### src/design/mcas_pkg.sv
package mcas_pkg;

  // Field widths of the item channels and the configuration port.
  localparam int OpW     = 2;
  localparam int CmdW    = 8;
  localparam int EchoW   = 15;
  localparam int DutyW   = 8;
  localparam int FbW     = 4;
  localparam int LimitW  = 10;
  localparam int HoldW   = 16;
  localparam int IdleW   = 17;
  localparam int CfgIdxW = 3;
  localparam int CfgDatW = 16;

  // Item kinds.
  localparam logic [OpW-1:0] OP_CMD  = 2'd0;
  localparam logic [OpW-1:0] OP_TICK = 2'd1;
  localparam logic [OpW-1:0] OP_ECHO = 2'd2;

  // Command characters.
  localparam logic [CmdW-1:0] CMD_AUTO   = 8'h41;
  localparam logic [CmdW-1:0] CMD_MANUAL = 8'h4D;
  localparam logic [CmdW-1:0] CMD_FWD    = 8'h46;
  localparam logic [CmdW-1:0] CMD_BACK   = 8'h42;
  localparam logic [CmdW-1:0] CMD_LEFT   = 8'h4C;
  localparam logic [CmdW-1:0] CMD_RIGHT  = 8'h52;
  localparam logic [CmdW-1:0] CMD_STOP   = 8'h53;
  localparam logic [CmdW-1:0] CMD_SPD1   = 8'h31;
  localparam logic [CmdW-1:0] CMD_SPD2   = 8'h32;
  localparam logic [CmdW-1:0] CMD_SPD3   = 8'h33;
  localparam logic [CmdW-1:0] CMD_SPD4   = 8'h34;

  // Feedback codes.
  localparam logic [FbW-1:0] FB_NONE     = 4'd0;
  localparam logic [FbW-1:0] FB_AUTO     = 4'd1;
  localparam logic [FbW-1:0] FB_MANUAL   = 4'd2;
  localparam logic [FbW-1:0] FB_FWD      = 4'd3;
  localparam logic [FbW-1:0] FB_BACK     = 4'd4;
  localparam logic [FbW-1:0] FB_LEFT     = 4'd5;
  localparam logic [FbW-1:0] FB_RIGHT    = 4'd6;
  localparam logic [FbW-1:0] FB_STOP     = 4'd7;
  localparam logic [FbW-1:0] FB_SPD1     = 4'd8;
  localparam logic [FbW-1:0] FB_SPD2     = 4'd9;
  localparam logic [FbW-1:0] FB_SPD3     = 4'd10;
  localparam logic [FbW-1:0] FB_SPD4     = 4'd11;
  localparam logic [FbW-1:0] FB_OBSTACLE = 4'd12;

  // Configuration register indexes.
  localparam logic [CfgIdxW-1:0] REG_OBSTACLE_LIMIT = 3'd0;
  localparam logic [CfgIdxW-1:0] REG_IDLE_TIMEOUT   = 3'd1;
  localparam logic [CfgIdxW-1:0] REG_STOP_HOLD      = 3'd2;
  localparam logic [CfgIdxW-1:0] REG_REVERSE_HOLD   = 3'd3;
  localparam logic [CfgIdxW-1:0] REG_TURN_HOLD      = 3'd4;

  // Register reset values.
  localparam logic [LimitW-1:0] LIMIT_RST   = 10'd25;
  localparam logic [HoldW-1:0]  TIMEOUT_RST = 16'd1000;
  localparam logic [HoldW-1:0]  STOP_RST    = 16'd300;
  localparam logic [HoldW-1:0]  REVERSE_RST = 16'd500;
  localparam logic [HoldW-1:0]  TURN_RST    = 16'd600;

  // Speeds and distances.
  localparam logic [DutyW-1:0]  SPEED_RST  = 8'd180;
  localparam logic [DutyW-1:0]  SPEED1     = 8'd120;
  localparam logic [DutyW-1:0]  SPEED2     = 8'd160;
  localparam logic [DutyW-1:0]  SPEED3     = 8'd200;
  localparam logic [DutyW-1:0]  SPEED4     = 8'd255;
  localparam logic [LimitW-1:0] FAR_DIST   = 10'd300;
  localparam logic [EchoW-1:0]  ECHO_LIMIT = 15'd30000;
  localparam logic [IdleW-1:0]  IDLE_MAX   = 17'h1FFFF;
  localparam logic [HoldW-1:0]  PHASE_MAX  = 16'hFFFF;

  // Direction lines: {a_fwd, a_rev, b_fwd, b_rev}.
  localparam logic [3:0] DIR_FWD   = 4'b1010;
  localparam logic [3:0] DIR_BACK  = 4'b0101;
  localparam logic [3:0] DIR_LEFT  = 4'b0110;
  localparam logic [3:0] DIR_RIGHT = 4'b1001;

  // Avoid sequence phases.
  typedef enum logic [3:0] {
    PH_IDLE    = 4'b0001,
    PH_STOP    = 4'b0010,
    PH_REVERSE = 4'b0100,
    PH_TURN    = 4'b1000
  } phase_t;

endpackage

### src/design/mcas_if.sv
interface mcas_in_if import mcas_pkg::*; ();
  logic             valid;
  logic             ready;
  logic [OpW-1:0]   operation;
  logic [CmdW-1:0]  command_byte;
  logic [EchoW-1:0] echo_us;

  modport source (output valid, output operation, output command_byte, output echo_us,
                  input ready);
  modport sink (input valid, input operation, input command_byte, input echo_us,
                output ready);
endinterface

interface mcas_out_if import mcas_pkg::*; ();
  logic             valid;
  logic             ready;
  logic [DutyW-1:0] duty_a;
  logic [DutyW-1:0] duty_b;
  logic             a_fwd;
  logic             a_rev;
  logic             b_fwd;
  logic             b_rev;
  logic             auto_active;
  logic             sequence_busy;
  logic [FbW-1:0]   feedback;

  modport source (output valid, output duty_a, output duty_b, output a_fwd, output a_rev,
                  output b_fwd, output b_rev, output auto_active, output sequence_busy,
                  output feedback, input ready);
  modport sink (input valid, input duty_a, input duty_b, input a_fwd, input a_rev,
                input b_fwd, input b_rev, input auto_active, input sequence_busy,
                input feedback, output ready);
endinterface

interface mcas_cfg_if import mcas_pkg::*; ();
  logic               valid;
  logic               ready;
  logic [CfgIdxW-1:0] index;
  logic [CfgDatW-1:0] data;

  modport source (output valid, output index, output data, input ready);
  modport sink (input valid, input index, input data, output ready);
endinterface

### src/design/motor_command_avoid_sequencer_unit.sv
// An item accepted from the input channel passes through the input register and then the
// result register, from which its result is offered on the output channel.
// Throughput: one item per cycle while results are taken; a result left waiting holds
// the result register, and once the input register also holds an item the input stalls.
// Reset (rst_n low at a clock edge) empties both registers, selects manual mode with
// motors stopped, speed 180, and loads the default configuration values.
module motor_command_avoid_sequencer_unit import mcas_pkg::*; (
  input logic        clk,
  input logic        rst_n,
  mcas_in_if.sink    in_ch,
  mcas_out_if.source out_ch,
  mcas_cfg_if.sink   cfg_ch
);

  // Configuration registers.
  logic [LimitW-1:0] limit_r;
  logic [HoldW-1:0]  timeout_r;
  logic [HoldW-1:0]  stop_hold_r;
  logic [HoldW-1:0]  rev_hold_r;
  logic [HoldW-1:0]  turn_hold_r;

  // Input register.
  logic             s1_valid_r;
  logic [OpW-1:0]   s1_op_r;
  logic [CmdW-1:0]  s1_cmd_r;
  logic [EchoW-1:0] s1_echo_r;

  // Controller state.
  logic             auto_r, auto_nxt;
  logic [DutyW-1:0] speed_r, speed_nxt;
  phase_t           phase_r, phase_nxt;
  logic [HoldW-1:0] pcnt_r, pcnt_nxt;
  logic [IdleW-1:0] idle_r, idle_nxt;
  logic [DutyW-1:0] duty_a_r, duty_a_nxt;
  logic [DutyW-1:0] duty_b_r, duty_b_nxt;
  logic [3:0]       dir_r, dir_nxt;
  logic [FbW-1:0]   fb_nxt;

  // Result register.
  logic             out_valid_r;
  logic [DutyW-1:0] out_duty_a_r;
  logic [DutyW-1:0] out_duty_b_r;
  logic [3:0]       out_dir_r;
  logic             out_auto_r;
  logic             out_busy_r;
  logic [FbW-1:0]   out_fb_r;

  logic advance;

  // The registered item moves into the result register whenever that register is empty
  // or its item is being taken in this cycle; the input register refills in the same cycle.
  assign advance      = s1_valid_r && (!out_valid_r || out_ch.ready);
  assign in_ch.ready  = !s1_valid_r || advance;
  assign cfg_ch.ready = 1'b1;

  always_ff @(posedge clk) begin
    if (!rst_n) begin
      limit_r     <= LIMIT_RST;
      timeout_r   <= TIMEOUT_RST;
      stop_hold_r <= STOP_RST;
      rev_hold_r  <= REVERSE_RST;
      turn_hold_r <= TURN_RST;
    end else if (cfg_ch.valid) begin
      case (cfg_ch.index)
        REG_OBSTACLE_LIMIT: limit_r     <= cfg_ch.data[LimitW-1:0];
        REG_IDLE_TIMEOUT:   timeout_r   <= cfg_ch.data;
        REG_STOP_HOLD:      stop_hold_r <= cfg_ch.data;
        REG_REVERSE_HOLD:   rev_hold_r  <= cfg_ch.data;
        REG_TURN_HOLD:      turn_hold_r <= cfg_ch.data;
        default: begin
        end
      endcase
    end
  end

  always_ff @(posedge clk) begin
    if (!rst_n) begin
      s1_valid_r <= 1'b0;
    end else if (in_ch.ready) begin
      s1_valid_r <= in_ch.valid;
    end
  end

  always_ff @(posedge clk) begin
    if (in_ch.ready && in_ch.valid) begin
      s1_op_r   <= in_ch.operation;
      s1_cmd_r  <= in_ch.command_byte;
      s1_echo_r <= in_ch.echo_us;
    end
  end

  // Obstacle test. Rather than dividing, floor(echo * 17 / 1000) <= limit is checked as
  // echo * 17 < (limit + 1) * 1000; both products are by constants.
  logic [19:0] echo_scaled;
  logic [20:0] limit_scaled;
  logic        echo_far;
  logic        obstacle_near;

  assign echo_scaled   = {5'd0, s1_echo_r} * 20'd17;
  assign limit_scaled  = ({11'd0, limit_r} + 21'd1) * 21'd1000;
  assign echo_far      = (s1_echo_r == '0) || (s1_echo_r > ECHO_LIMIT);
  assign obstacle_near = echo_far ? (FAR_DIST <= limit_r)
                                  : ({1'b0, echo_scaled} < limit_scaled);

  logic [DutyW-1:0] half_speed;
  logic [HoldW-1:0] pcnt_inc;
  logic [IdleW-1:0] idle_inc;
  logic [HoldW-1:0] hold_sel;

  assign half_speed = {1'b0, speed_r[DutyW-1:1]};
  assign pcnt_inc   = (pcnt_r == PHASE_MAX) ? pcnt_r : pcnt_r + 16'd1;
  assign idle_inc   = (idle_r == IDLE_MAX) ? idle_r : idle_r + 17'd1;

  always_comb begin
    case (phase_r)
      PH_STOP:    hold_sel = stop_hold_r;
      PH_REVERSE: hold_sel = rev_hold_r;
      default:    hold_sel = turn_hold_r;
    endcase
  end

  always_comb begin
    auto_nxt   = auto_r;
    speed_nxt  = speed_r;
    phase_nxt  = phase_r;
    pcnt_nxt   = pcnt_r;
    idle_nxt   = idle_r;
    duty_a_nxt = duty_a_r;
    duty_b_nxt = duty_b_r;
    dir_nxt    = dir_r;
    fb_nxt     = FB_NONE;

    case (s1_op_r)
      OP_CMD: begin
        // Commands are dropped while the avoid sequence runs.
        if (phase_r == PH_IDLE) begin
          idle_nxt = '0;
          if (s1_cmd_r == CMD_AUTO) begin
            auto_nxt = 1'b1;
            fb_nxt   = FB_AUTO;
          end else if (s1_cmd_r == CMD_MANUAL) begin
            auto_nxt = 1'b0;
            fb_nxt   = FB_MANUAL;
          end else if (!auto_r) begin
            case (s1_cmd_r)
              CMD_FWD: begin
                duty_a_nxt = speed_r;
                duty_b_nxt = speed_r;
                dir_nxt    = DIR_FWD;
                fb_nxt     = FB_FWD;
              end
              CMD_BACK: begin
                duty_a_nxt = speed_r;
                duty_b_nxt = speed_r;
                dir_nxt    = DIR_BACK;
                fb_nxt     = FB_BACK;
              end
              CMD_LEFT: begin
                duty_a_nxt = half_speed;
                duty_b_nxt = speed_r;
                dir_nxt    = DIR_LEFT;
                fb_nxt     = FB_LEFT;
              end
              CMD_RIGHT: begin
                duty_a_nxt = speed_r;
                duty_b_nxt = half_speed;
                dir_nxt    = DIR_RIGHT;
                fb_nxt     = FB_RIGHT;
              end
              CMD_STOP: begin
                duty_a_nxt = '0;
                duty_b_nxt = '0;
                fb_nxt     = FB_STOP;
              end
              CMD_SPD1: begin
                speed_nxt = SPEED1;
                fb_nxt    = FB_SPD1;
              end
              CMD_SPD2: begin
                speed_nxt = SPEED2;
                fb_nxt    = FB_SPD2;
              end
              CMD_SPD3: begin
                speed_nxt = SPEED3;
                fb_nxt    = FB_SPD3;
              end
              CMD_SPD4: begin
                speed_nxt = SPEED4;
                fb_nxt    = FB_SPD4;
              end
              default: begin
              end
            endcase
          end
        end
      end
      OP_TICK: begin
        idle_nxt = idle_inc;
        if (phase_r != PH_IDLE) begin
          pcnt_nxt = pcnt_inc;
          if (pcnt_inc >= hold_sel) begin
            // Phase ends: reverse after the stop, turn left after the reverse, and
            // drive forward with the obstacle report once the turn is done.
            pcnt_nxt = '0;
            case (phase_r)
              PH_STOP: begin
                duty_a_nxt = speed_r;
                duty_b_nxt = speed_r;
                dir_nxt    = DIR_BACK;
                phase_nxt  = PH_REVERSE;
              end
              PH_REVERSE: begin
                duty_a_nxt = half_speed;
                duty_b_nxt = speed_r;
                dir_nxt    = DIR_LEFT;
                phase_nxt  = PH_TURN;
              end
              default: begin
                duty_a_nxt = speed_r;
                duty_b_nxt = speed_r;
                dir_nxt    = DIR_FWD;
                phase_nxt  = PH_IDLE;
                fb_nxt     = FB_OBSTACLE;
              end
            endcase
          end
        end else if (!auto_r && (idle_inc > {1'b0, timeout_r})) begin
          // Manual mode idle stop; the direction lines are left as they are.
          duty_a_nxt = '0;
          duty_b_nxt = '0;
        end
      end
      OP_ECHO: begin
        if (phase_r == PH_IDLE && auto_r) begin
          if (obstacle_near) begin
            duty_a_nxt = '0;
            duty_b_nxt = '0;
            phase_nxt  = PH_STOP;
            pcnt_nxt   = '0;
          end else begin
            duty_a_nxt = speed_r;
            duty_b_nxt = speed_r;
            dir_nxt    = DIR_FWD;
          end
        end
      end
      default: begin
      end
    endcase
  end

  always_ff @(posedge clk) begin
    if (!rst_n) begin
      auto_r   <= 1'b0;
      speed_r  <= SPEED_RST;
      phase_r  <= PH_IDLE;
      pcnt_r   <= '0;
      idle_r   <= '0;
      duty_a_r <= '0;
      duty_b_r <= '0;
      dir_r    <= '0;
    end else if (advance) begin
      auto_r   <= auto_nxt;
      speed_r  <= speed_nxt;
      phase_r  <= phase_nxt;
      pcnt_r   <= pcnt_nxt;
      idle_r   <= idle_nxt;
      duty_a_r <= duty_a_nxt;
      duty_b_r <= duty_b_nxt;
      dir_r    <= dir_nxt;
    end
  end

  always_ff @(posedge clk) begin
    if (!rst_n) begin
      out_valid_r <= 1'b0;
    end else if (advance) begin
      out_valid_r <= 1'b1;
    end else if (out_ch.ready) begin
      out_valid_r <= 1'b0;
    end
  end

  always_ff @(posedge clk) begin
    if (advance) begin
      out_duty_a_r <= duty_a_nxt;
      out_duty_b_r <= duty_b_nxt;
      out_dir_r    <= dir_nxt;
      out_auto_r   <= auto_nxt;
      out_busy_r   <= (phase_nxt != PH_IDLE);
      out_fb_r     <= fb_nxt;
    end
  end

  assign out_ch.valid         = out_valid_r;
  assign out_ch.duty_a        = out_duty_a_r;
  assign out_ch.duty_b        = out_duty_b_r;
  assign out_ch.a_fwd         = out_dir_r[3];
  assign out_ch.a_rev         = out_dir_r[2];
  assign out_ch.b_fwd         = out_dir_r[1];
  assign out_ch.b_rev         = out_dir_r[0];
  assign out_ch.auto_active   = out_auto_r;
  assign out_ch.sequence_busy = out_busy_r;
  assign out_ch.feedback      = out_fb_r;

endmodule

### src/flat_wrapper.sv
// flat-port wrapper written by rule: the top's interface ports become plain ports
module motor_command_avoid_sequencer_unit_flat import mcas_pkg::*;
  (clk, rst_n, in_ch_valid, in_ch_operation, in_ch_command_byte, in_ch_echo_us, in_ch_ready, out_ch_valid, out_ch_duty_a, out_ch_duty_b, out_ch_a_fwd, out_ch_a_rev, out_ch_b_fwd, out_ch_b_rev, out_ch_auto_active, out_ch_sequence_busy, out_ch_feedback, out_ch_ready, cfg_ch_valid, cfg_ch_index, cfg_ch_data, cfg_ch_ready);
  mcas_in_if in_ch_i ();
  mcas_out_if out_ch_i ();
  mcas_cfg_if cfg_ch_i ();
  input logic clk;
  input logic rst_n;
  input wire logic [$bits(in_ch_i.valid)-1:0] in_ch_valid;
  input wire logic [$bits(in_ch_i.operation)-1:0] in_ch_operation;
  input wire logic [$bits(in_ch_i.command_byte)-1:0] in_ch_command_byte;
  input wire logic [$bits(in_ch_i.echo_us)-1:0] in_ch_echo_us;
  output wire logic [$bits(in_ch_i.ready)-1:0] in_ch_ready;
  output wire logic [$bits(out_ch_i.valid)-1:0] out_ch_valid;
  output wire logic [$bits(out_ch_i.duty_a)-1:0] out_ch_duty_a;
  output wire logic [$bits(out_ch_i.duty_b)-1:0] out_ch_duty_b;
  output wire logic [$bits(out_ch_i.a_fwd)-1:0] out_ch_a_fwd;
  output wire logic [$bits(out_ch_i.a_rev)-1:0] out_ch_a_rev;
  output wire logic [$bits(out_ch_i.b_fwd)-1:0] out_ch_b_fwd;
  output wire logic [$bits(out_ch_i.b_rev)-1:0] out_ch_b_rev;
  output wire logic [$bits(out_ch_i.auto_active)-1:0] out_ch_auto_active;
  output wire logic [$bits(out_ch_i.sequence_busy)-1:0] out_ch_sequence_busy;
  output wire logic [$bits(out_ch_i.feedback)-1:0] out_ch_feedback;
  input wire logic [$bits(out_ch_i.ready)-1:0] out_ch_ready;
  input wire logic [$bits(cfg_ch_i.valid)-1:0] cfg_ch_valid;
  input wire logic [$bits(cfg_ch_i.index)-1:0] cfg_ch_index;
  input wire logic [$bits(cfg_ch_i.data)-1:0] cfg_ch_data;
  output wire logic [$bits(cfg_ch_i.ready)-1:0] cfg_ch_ready;
  assign in_ch_i.valid = in_ch_valid;
  assign in_ch_i.operation = in_ch_operation;
  assign in_ch_i.command_byte = in_ch_command_byte;
  assign in_ch_i.echo_us = in_ch_echo_us;
  assign in_ch_ready = in_ch_i.ready;
  assign out_ch_valid = out_ch_i.valid;
  assign out_ch_duty_a = out_ch_i.duty_a;
  assign out_ch_duty_b = out_ch_i.duty_b;
  assign out_ch_a_fwd = out_ch_i.a_fwd;
  assign out_ch_a_rev = out_ch_i.a_rev;
  assign out_ch_b_fwd = out_ch_i.b_fwd;
  assign out_ch_b_rev = out_ch_i.b_rev;
  assign out_ch_auto_active = out_ch_i.auto_active;
  assign out_ch_sequence_busy = out_ch_i.sequence_busy;
  assign out_ch_feedback = out_ch_i.feedback;
  assign out_ch_i.ready = out_ch_ready;
  assign cfg_ch_i.valid = cfg_ch_valid;
  assign cfg_ch_i.index = cfg_ch_index;
  assign cfg_ch_i.data = cfg_ch_data;
  assign cfg_ch_ready = cfg_ch_i.ready;
  motor_command_avoid_sequencer_unit u_core (.clk(clk), .rst_n(rst_n), .in_ch(in_ch_i), .out_ch(out_ch_i), .cfg_ch(cfg_ch_i));
endmodule
### config.mk
export PLATFORM = sky130hd
export DESIGN_NAME = motor_command_avoid_sequencer_unit_flat
export DESIGN_NICKNAME = d
export VERILOG_FILES = /design/src/design/mcas_pkg.sv /design/src/design/mcas_if.sv /design/src/design/motor_command_avoid_sequencer_unit.sv /design/src/flat_wrapper.sv
export SDC_FILE = /design/constraint.sdc
export NUM_CORES = 1
export LEC_CHECK = 0
export ABC_CLOCK_PERIOD_IN_PS = 12400
export BUFFER_PORTS_ARGS = -buffer_cell sky130_fd_sc_hd__buf_2
export CAP_MARGIN = 15
export CORE_MARGIN = 2
export CORE_UTILIZATION = 30
export CTS_CLUSTER_DIAMETER = 100
export DETAILED_ROUTE_END_ITERATION = 7
export PLACE_DENSITY = 0.53
export SLEW_MARGIN = 20
export SYNTH_ARGS = -nofsm -noshare
export SYNTH_HDL_FRONTEND = slang
export SYNTH_SLANG_ARGS = --single-unit
### constraint.sdc
create_clock -name clk -period 12.4 [get_ports clk]
set_input_delay 2.48 -clock clk [delete_from_list [all_inputs] [get_ports clk]]
set_output_delay 2.48 -clock clk [all_outputs]
set_load 0.005 [all_outputs]
* Word level (Yosys, flattened, before mapping) *
Index checks and enable logic that the tools add are counted.

cells by class
  multiplexer cells = 66
  reductions and logical operators = 28
  equality and inequality tests = 28
  $lt $le $gt $ge = 5
  $mul = 2
  bitwise gates (word level) = 3
  $add $sub $neg = 3

operators with widths
  operator                 count
  $mux W8                  18
  $pmux W8 S3              4
  $mux W16                 5
  $mux W4                  19
  $pmux W16 S2             2
  $eq A8 B7 Y1 const B     7
  $pmux W4 S9              1
  $mux W17                 2
  $pmux W17 S2             1
  $eq A8 B6 Y1 const B     4
  $pmux W4 S2              4
  $pmux W8 S4              1
  $lt A20 B21 Y1           1
  $mul A21 B7 Y18 const B  1
  $mul A15 B5 Y20 const B  1
  $add A17 B1 Y17 const B  1
  $eq A17 B17 Y1 const B   1
  $gt A17 B16 Y1           1
  $add A16 B1 Y16 const B  1
  $eq A16 B16 Y1 const B   1
  $ge A16 B16 Y1           1
  $pmux W4 S4              1
  $gt A15 B15 Y1 const B   1
  $logic_not A15 Y1        1
  28 further kinds         55

word-level totals
  logic and storage cells = 159
  register bits after elaboration = 193
  input port bits = 49
  output and inout bits = 29

* Depth between registers and ports, before layout *
  word-level depth = 8
  mapped depth = 30
  mapped depth without buffers = 29

* Least setup slack after synthesis *
Ideal clock, no wire load.

  path kind = reg-to-reg
  start = reg u_core.limit_r[0]
  end = reg u_core.out_busy_r (netlist: u_core.out_ch.sequence_busy), data pin
  arrival = 6.521 ns
  clock period less this slack = 6.780 ns
  setup time = 0.259 ns
  data required time = 12.141 ns
  buffers on the path = 0
  stages on the path, launching flop included = 27
  slack = 5.620 ns
  path through = dfxtp_1 -> ha_1 -> and3_1 -> xnor2_1 -> inv_1 -> ha_1 -> inv_1 -> fa_1 -> inv_1 -> fa_1 -> inv_1 -> fa_1 -> inv_1 -> ha_1 -> a21o_1 -> a31oi_1 -> o211ai_1 -> a31o_2 -> a21oi_1 -> xor2_1 -> ha_1 -> and3_1 -> nor3b_1 -> o31ai_1 -> o41ai_2 -> mux2_2 -> a211o_1

between the ends
  longest elaborated chain between the ends = 8
  elaborated cells on any way between the ends = 9
  classes of those cells = add/sub (1); mul (1); order compare (2); eq/ne (1); mux (4)

ends and longest elaborated chain
  item                      line                                       source
  start: declaration        motor_command_avoid_sequencer_unit.sv:16   logic [LimitW-1:0] limit_r;
  start signal: assignment  motor_command_avoid_sequencer_unit.sv:65   REG_OBSTACLE_LIMIT: limit_r <= cfg_ch.data[LimitW-1:0];
  $add A10 B1 Y11           motor_command_avoid_sequencer_unit.sv:100  assign limit_scaled = ({11'd0, limit_r} + 21'd1) * 21'd1000;
  $mul A21 B7 Y18           motor_command_avoid_sequencer_unit.sv:100
  $lt A20 B21 Y1            motor_command_avoid_sequencer_unit.sv:103  : ({1'b0, echo_scaled} < limit_scaled);
  $mux W1 *                 motor_command_avoid_sequencer_unit.sv:102  assign obstacle_near = echo_far ? (FAR_DIST <= limit_r)
  $mux W4 *                 motor_command_avoid_sequencer_unit.sv:235  if (obstacle_near) begin
  $mux W4 *                 motor_command_avoid_sequencer_unit.sv:234  if (phase_r == PH_IDLE && auto_r) begin
  $pmux W4 S2 *             motor_command_avoid_sequencer_unit.sv:133  case (s1_op_r)
  $ne A4 B1 Y1 *            motor_command_avoid_sequencer_unit.sv:290  out_busy_r <= (phase_nxt != PH_IDLE);
  end signal: assignment    motor_command_avoid_sequencer_unit.sv:290
  end: declaration          motor_command_avoid_sequencer_unit.sv:45   logic out_busy_r;

Mark *: on every way between the ends. The rest lies on a longest branch, timed or not.
A chain may end at the register's enable or synchronous reset.

* Final worst setup path *
  start = reg u_core.limit_r[0]
  end = reg u_core.pcnt_r[4]

between the ends
  longest elaborated chain between the ends = 6
  elaborated cells on any way between the ends = 7
  classes of those cells = add/sub (1); mul (1); order compare (2); eq/ne (1); mux (1); reduce/logical (1)

ends and longest elaborated chain
  item                           line                                       source
  $add A10 B1 Y11                motor_command_avoid_sequencer_unit.sv:100
  $mul A21 B7 Y18                motor_command_avoid_sequencer_unit.sv:100
  $lt A20 B21 Y1                 motor_command_avoid_sequencer_unit.sv:103
  $mux W1 *                      motor_command_avoid_sequencer_unit.sv:102
  $ne A2 B1 Y1 (no line) *       n/a
  $reduce_and A5 Y1 (no line) *  n/a
  end signal: assignment         motor_command_avoid_sequencer_unit.sv:266  pcnt_r <= pcnt_nxt;
  end: declaration               motor_command_avoid_sequencer_unit.sv:32   logic [HoldW-1:0] pcnt_r, pcnt_nxt;

Marks and branches as above.

==> results by stage <==
Run status:
- The flow ran to the end, and the final reports show no timing, DRC or antenna violations.

Layout:
- The filler cell count is 4779.
- The sequential standard cell area is 4330 um^2.
- The area of combinational cells with multiple inputs is 8610 um^2.
- For this run, the number of standard cells in the final layout without fillers is 2295.
- The count of inserted antenna diode cells is 0.
- In the layout the commonest cells are nand2_1, dfxtp_1, a21oi_1.
- The proportion of layout cells with a drive suffix above 1 is 10.0%.
- In the final design database the tool counted 1878 nets.
- Leaving out fill and tap cells, the most frequent cell in the layout is nand2_1.
- The finished cells cover 15300 um^2.
- Relative to the synthesized area, the layout overhead comes to 11.1%.
- The utilization of the core after routing is 33.7%.

Detailed routing:
- The number of nets still failing antenna checks after routing is 0.
- For this run, the detailed router's first-pass iteration total came to 7.
- Using the TritonRoute via totals, the vias-per-cell ratio works out to 5.35.
- The first-iteration detailed-routing DRC count is 1021.
- The total routed wirelength is 39800 um.
- The overall via count from detail_route is 12300.
- After detailed routing, the number of remaining DRC violations is 0.
- Dividing the detail-routed wire length by the instance count gives 17.3 um.

Timing:
- The final hold slack is 457 ps.
- Setup repair after global routing left no endpoint under its margin.
- For the pin with the worst max-slew slack, the measured transition is 1030 ps.
- The part of the cycle the worst path needs is 59.9%.
- The normalized max-slew margin is 31.3%.
- Setup violations remaining at the end of the flow were counted as 0.
- The total count of hold-check failures in the final report was 0.
- The worst path setup slack after routing is 4970 ps.
- The clock skew is 23.0 ps.
- The number of pins exceeding their max-slew limit in the final report came to 0.
- The summed negative setup slack over all endpoints is 0 ps.
- The fmax is 135 MHz.
- The time the worst path needs with I/O delays and setup is 7430 ps.

Logic synthesis:
- The number of enable flip-flop cells after synthesis is 51.
- Dividing the synthesized area by the synthesized cell count gives 8.28 um^2.
- The dominant register cell in the synthesized netlist is dfxtp_1.
- The compound-gate portion of the synthesized area is 22.0%.
- The fraction of registers with async set or reset after synthesis is 0%.
- When the netlist entered floorplanning its net count stood at 1856.
- In this run the cell area of the synthesized design comes to 13800 um^2.
- Of the post-synthesis cell area, the part taken by muxes is 1.36%.
- The sequential share of the synthesized area is 31.5%.
- The number of warnings issued by yosys is 0.
- Counting distinct cell types in the post-synthesis netlist gives 93.
- The synthesized netlist devotes 4.33% of its cell area to XOR and XNOR gates.
- After synthesis, the largest family of logic cells by area is compound AO/OA/AOI/OAI gates.
- The number of storage elements in the synthesis netlist is 191.
- The simple logic cell fraction of the synthesized area is 19.7%.
- Summing the areas of all fa, ha and maj instances in the mapped netlist gives 15.0% of the synthesized area.
- In the synthesized netlist, the number of instances is 1660.

CTS:
- The number of clock buffers added by TritonCTS is 17.
- The maximum clock path buffer count is 2.
- The tree is rooted in a clkbuf_16.
- The count of instances resized after the clock tree is built is 0.
- For this design, the sink count on the clock tree is 191.
- The CTS tree is done.
- The clock reaches the later pin of the worst-skew pair after 480 ps.
- The number of H-tree levels is 4.
- After clock tree synthesis, the clock-pin slew on the worst setup and hold paths is 80 ps.
- Post-CTS timing repair inserted 0 buffers for setup.
- After clock tree synthesis, the flow added hold-fix buffers numbering 0.

Die:
- The die covers 47600 um^2.
- The floorplan has 78 rows.
- 78 I/O pins were placed.
- For this configuration, the core starts out at a cell density of 30.4%.
- The die is 218 um wide.
- From bottom edge to top edge, the die measures 218 um.
- The standard cell core area is 45300 um^2.

Global route:
- The global-route total usage across every layer is 16.8%.
- The number of antenna violations at the first check in global routing is 0.
- The wire length of the first global-routing pass is 64000 um.
- The total overflow left after global routing is 0.
- The pin count of the biggest net entering global routing is 67.
- The via count of the first global-routing pass came to 12000.

Worst setup path:
- The slowest stage of the critical path is the o31ai_1 cell.
- In this run the worst path has a maximum fanout of 24.
- The category of the worst setup path capture point is a register.
- The kind of launch point of the worst setup path is a register.
- The type of the worst setup path is register to register.
- The cell repeated most along the worst path is inv_1.
- The biggest cell delay along the critical path is 540 ps.
- For the worst setup path, the data required time is 12730 ps.
- The data arrival at the endpoint of the critical path is 7760 ps.

Worst hold path:
- The tightest min-delay check is of the register to register type.

Job:
- The count of max-cap constraint violations is 0.

Place:
- Summing all placed instances gives a cell area of 14600 um^2.
- In this run, placement finished with an instance count of 2263.
- The global placer's final weighted congestion is 0.862.
- The count of input and output buffers is 76.
- The estimated wirelength of the detail-placed design is 28600 um.
- At the placement stage, the worst setup path has a slack of 4960 ps.

Pwr:
- The worst-case vdd ir drop is 0.0945 mV.
- Summed over all cells, the static leakage comes to 6.03 nW.
- The power per unit of standard cell area is 107 nW/um^2.
- The overall power of the completed layout is 1.64 mW.
[synth_stat cells, types with 5 or more instances]
| library cell | n | area, um^2 |
|---|---|---|
| inv_1 | 118 | 443 |
| nor3b_1 | 5 | 37.5 |
| o21a_1 | 13 | 97.6 |
| nand4_1 | 28 | 175 |
| nand2b_1 | 9 | 56.3 |
| nor4_1 | 11 | 68.8 |
| fa_1 | 28 | 561 |
| o211ai_1 | 21 | 158 |
| a31oi_1 | 22 | 138 |
| and4_1 | 6 | 52.6 |
| buf_2 | 8 | 40.0 |
| a21oi_1 | 136 | 681 |
| or2_2 | 9 | 56.3 |
| o31ai_1 | 8 | 60.1 |
| nand3_1 | 67 | 335 |
| o22ai_1 | 9 | 56.3 |
| mux2i_1 | 13 | 130 |
| a22oi_1 | 20 | 150 |
| or3_1 | 6 | 37.5 |
| a21o_1 | 19 | 143 |
| nor2b_1 | 11 | 68.8 |
| ha_1 | 119 | 1490 |
| xor2_1 | 23 | 201 |
| clkbuf_1 | 72 | 270 |
| o21ai_0 | 67 | 335 |
| a311oi_1 | 6 | 52.6 |
| xnor2_1 | 45 | 394 |
| dfxtp_1 | 140 | 2800 |
| nor3_1 | 27 | 135 |
| mux2_2 | 5 | 56.3 |
| and3_1 | 13 | 81.3 |
| a211oi_1 | 18 | 135 |
| a221oi_1 | 16 | 140 |
| nand2_1 | 259 | 972 |
| and2_1 | 7 | 43.8 |
| a22o_1 | 16 | 140 |
| nor2_1 | 96 | 360 |
| a21boi_0 | 5 | 37.5 |
| edfxtp_1 | 51 | 1530 |
[power breakdown]
| group | internal [mW] | leakage, nW | total (mW) | switching (mW) |
|---|---|---|---|---|
| clock network | 0.314 | 0.311 | 0.597 | 0.282 |
| logic | 0.150 | 4.10 | 0.370 | 0.220 |
| registers | 0.658 | 1.62 | 0.673 | 0.0155 |
[worst paths after layout]
| kind | start | endpoint | slack [ps] | depth (start not counted) |
|---|---|---|---|---|
| min | u_core.turn_hold_r[13] | u_core.turn_hold_r[13] | 460 | 2 |
| max reg2reg | u_core.limit_r[0] | u_core.pcnt_r[4] | 4970 | 27 |
| max | u_core.limit_r[0] | u_core.pcnt_r[4] | 4970 | 27 |
| min reg2reg | u_core.turn_hold_r[13] | u_core.turn_hold_r[13] | 460 | 2 |
[logic make-up after synthesis]
group / after synthesis
mux: 18
flops: 191
other cells: 1
fa+ha+maj: 148
buf+inv: 209
xor+xnor: 68
simple gates: 577
compound gates: 448
[critical path: cells and delay by family (launching register included)]
kind / cells / cell delay (ps)
DFF: 1 / 380
buffers and inverters: 6 / 630
adders and majority gates: 7 / 2710
and+or+nand+nor: 4 / 1040
xor gates and xnor gates: 2 / 690
AOI/OAI and AO/OA: 8 / 1830
[state kept, by name, summed over array words and instances (netlist names), 2 cells and up]
signal,count
u_core.stop_hold_r,16
u_core.limit_r,10
u_core.turn_hold_r,16
u_core.out_ch.duty_b,8
u_core.dir_r,4
u_core.out_dir_r,4
u_core.pcnt_r,16
u_core.rev_hold_r,16
u_core.s1_echo_r,15
u_core.phase_r,4
u_core.out_ch.duty_a,8
u_core.s1_op_r,2
u_core.out_ch.feedback,4
u_core.timeout_r,16
u_core.speed_r,6
u_core.s1_cmd_r,8
u_core.idle_r,17
u_core.duty_b_r,8
u_core.duty_a_r,8
[final cells by class]
class | count | area share [%]
Multi-Input combinational cell | 1260 | 56.3
Clock buffer | 18 | 2.87
Inverter | 120 | 2.95
Clock inverter | 14 | 1.28
Tap cell | 600 | 4.91
Sequential cell | 191 | 28.4
Timing Repair Buffer | 92 | 3.28
[per-layer routing]
metal	track usage [%]	up-vias	wire length, um
met3	2.56	47	1890
met5	0	-	0
met2	26.2	358	17400
met1	24.1	5863	19800
met4	4.47	0	607
li1	-	6020	-
Note: power is estimated with default switching activity, not from simulation.
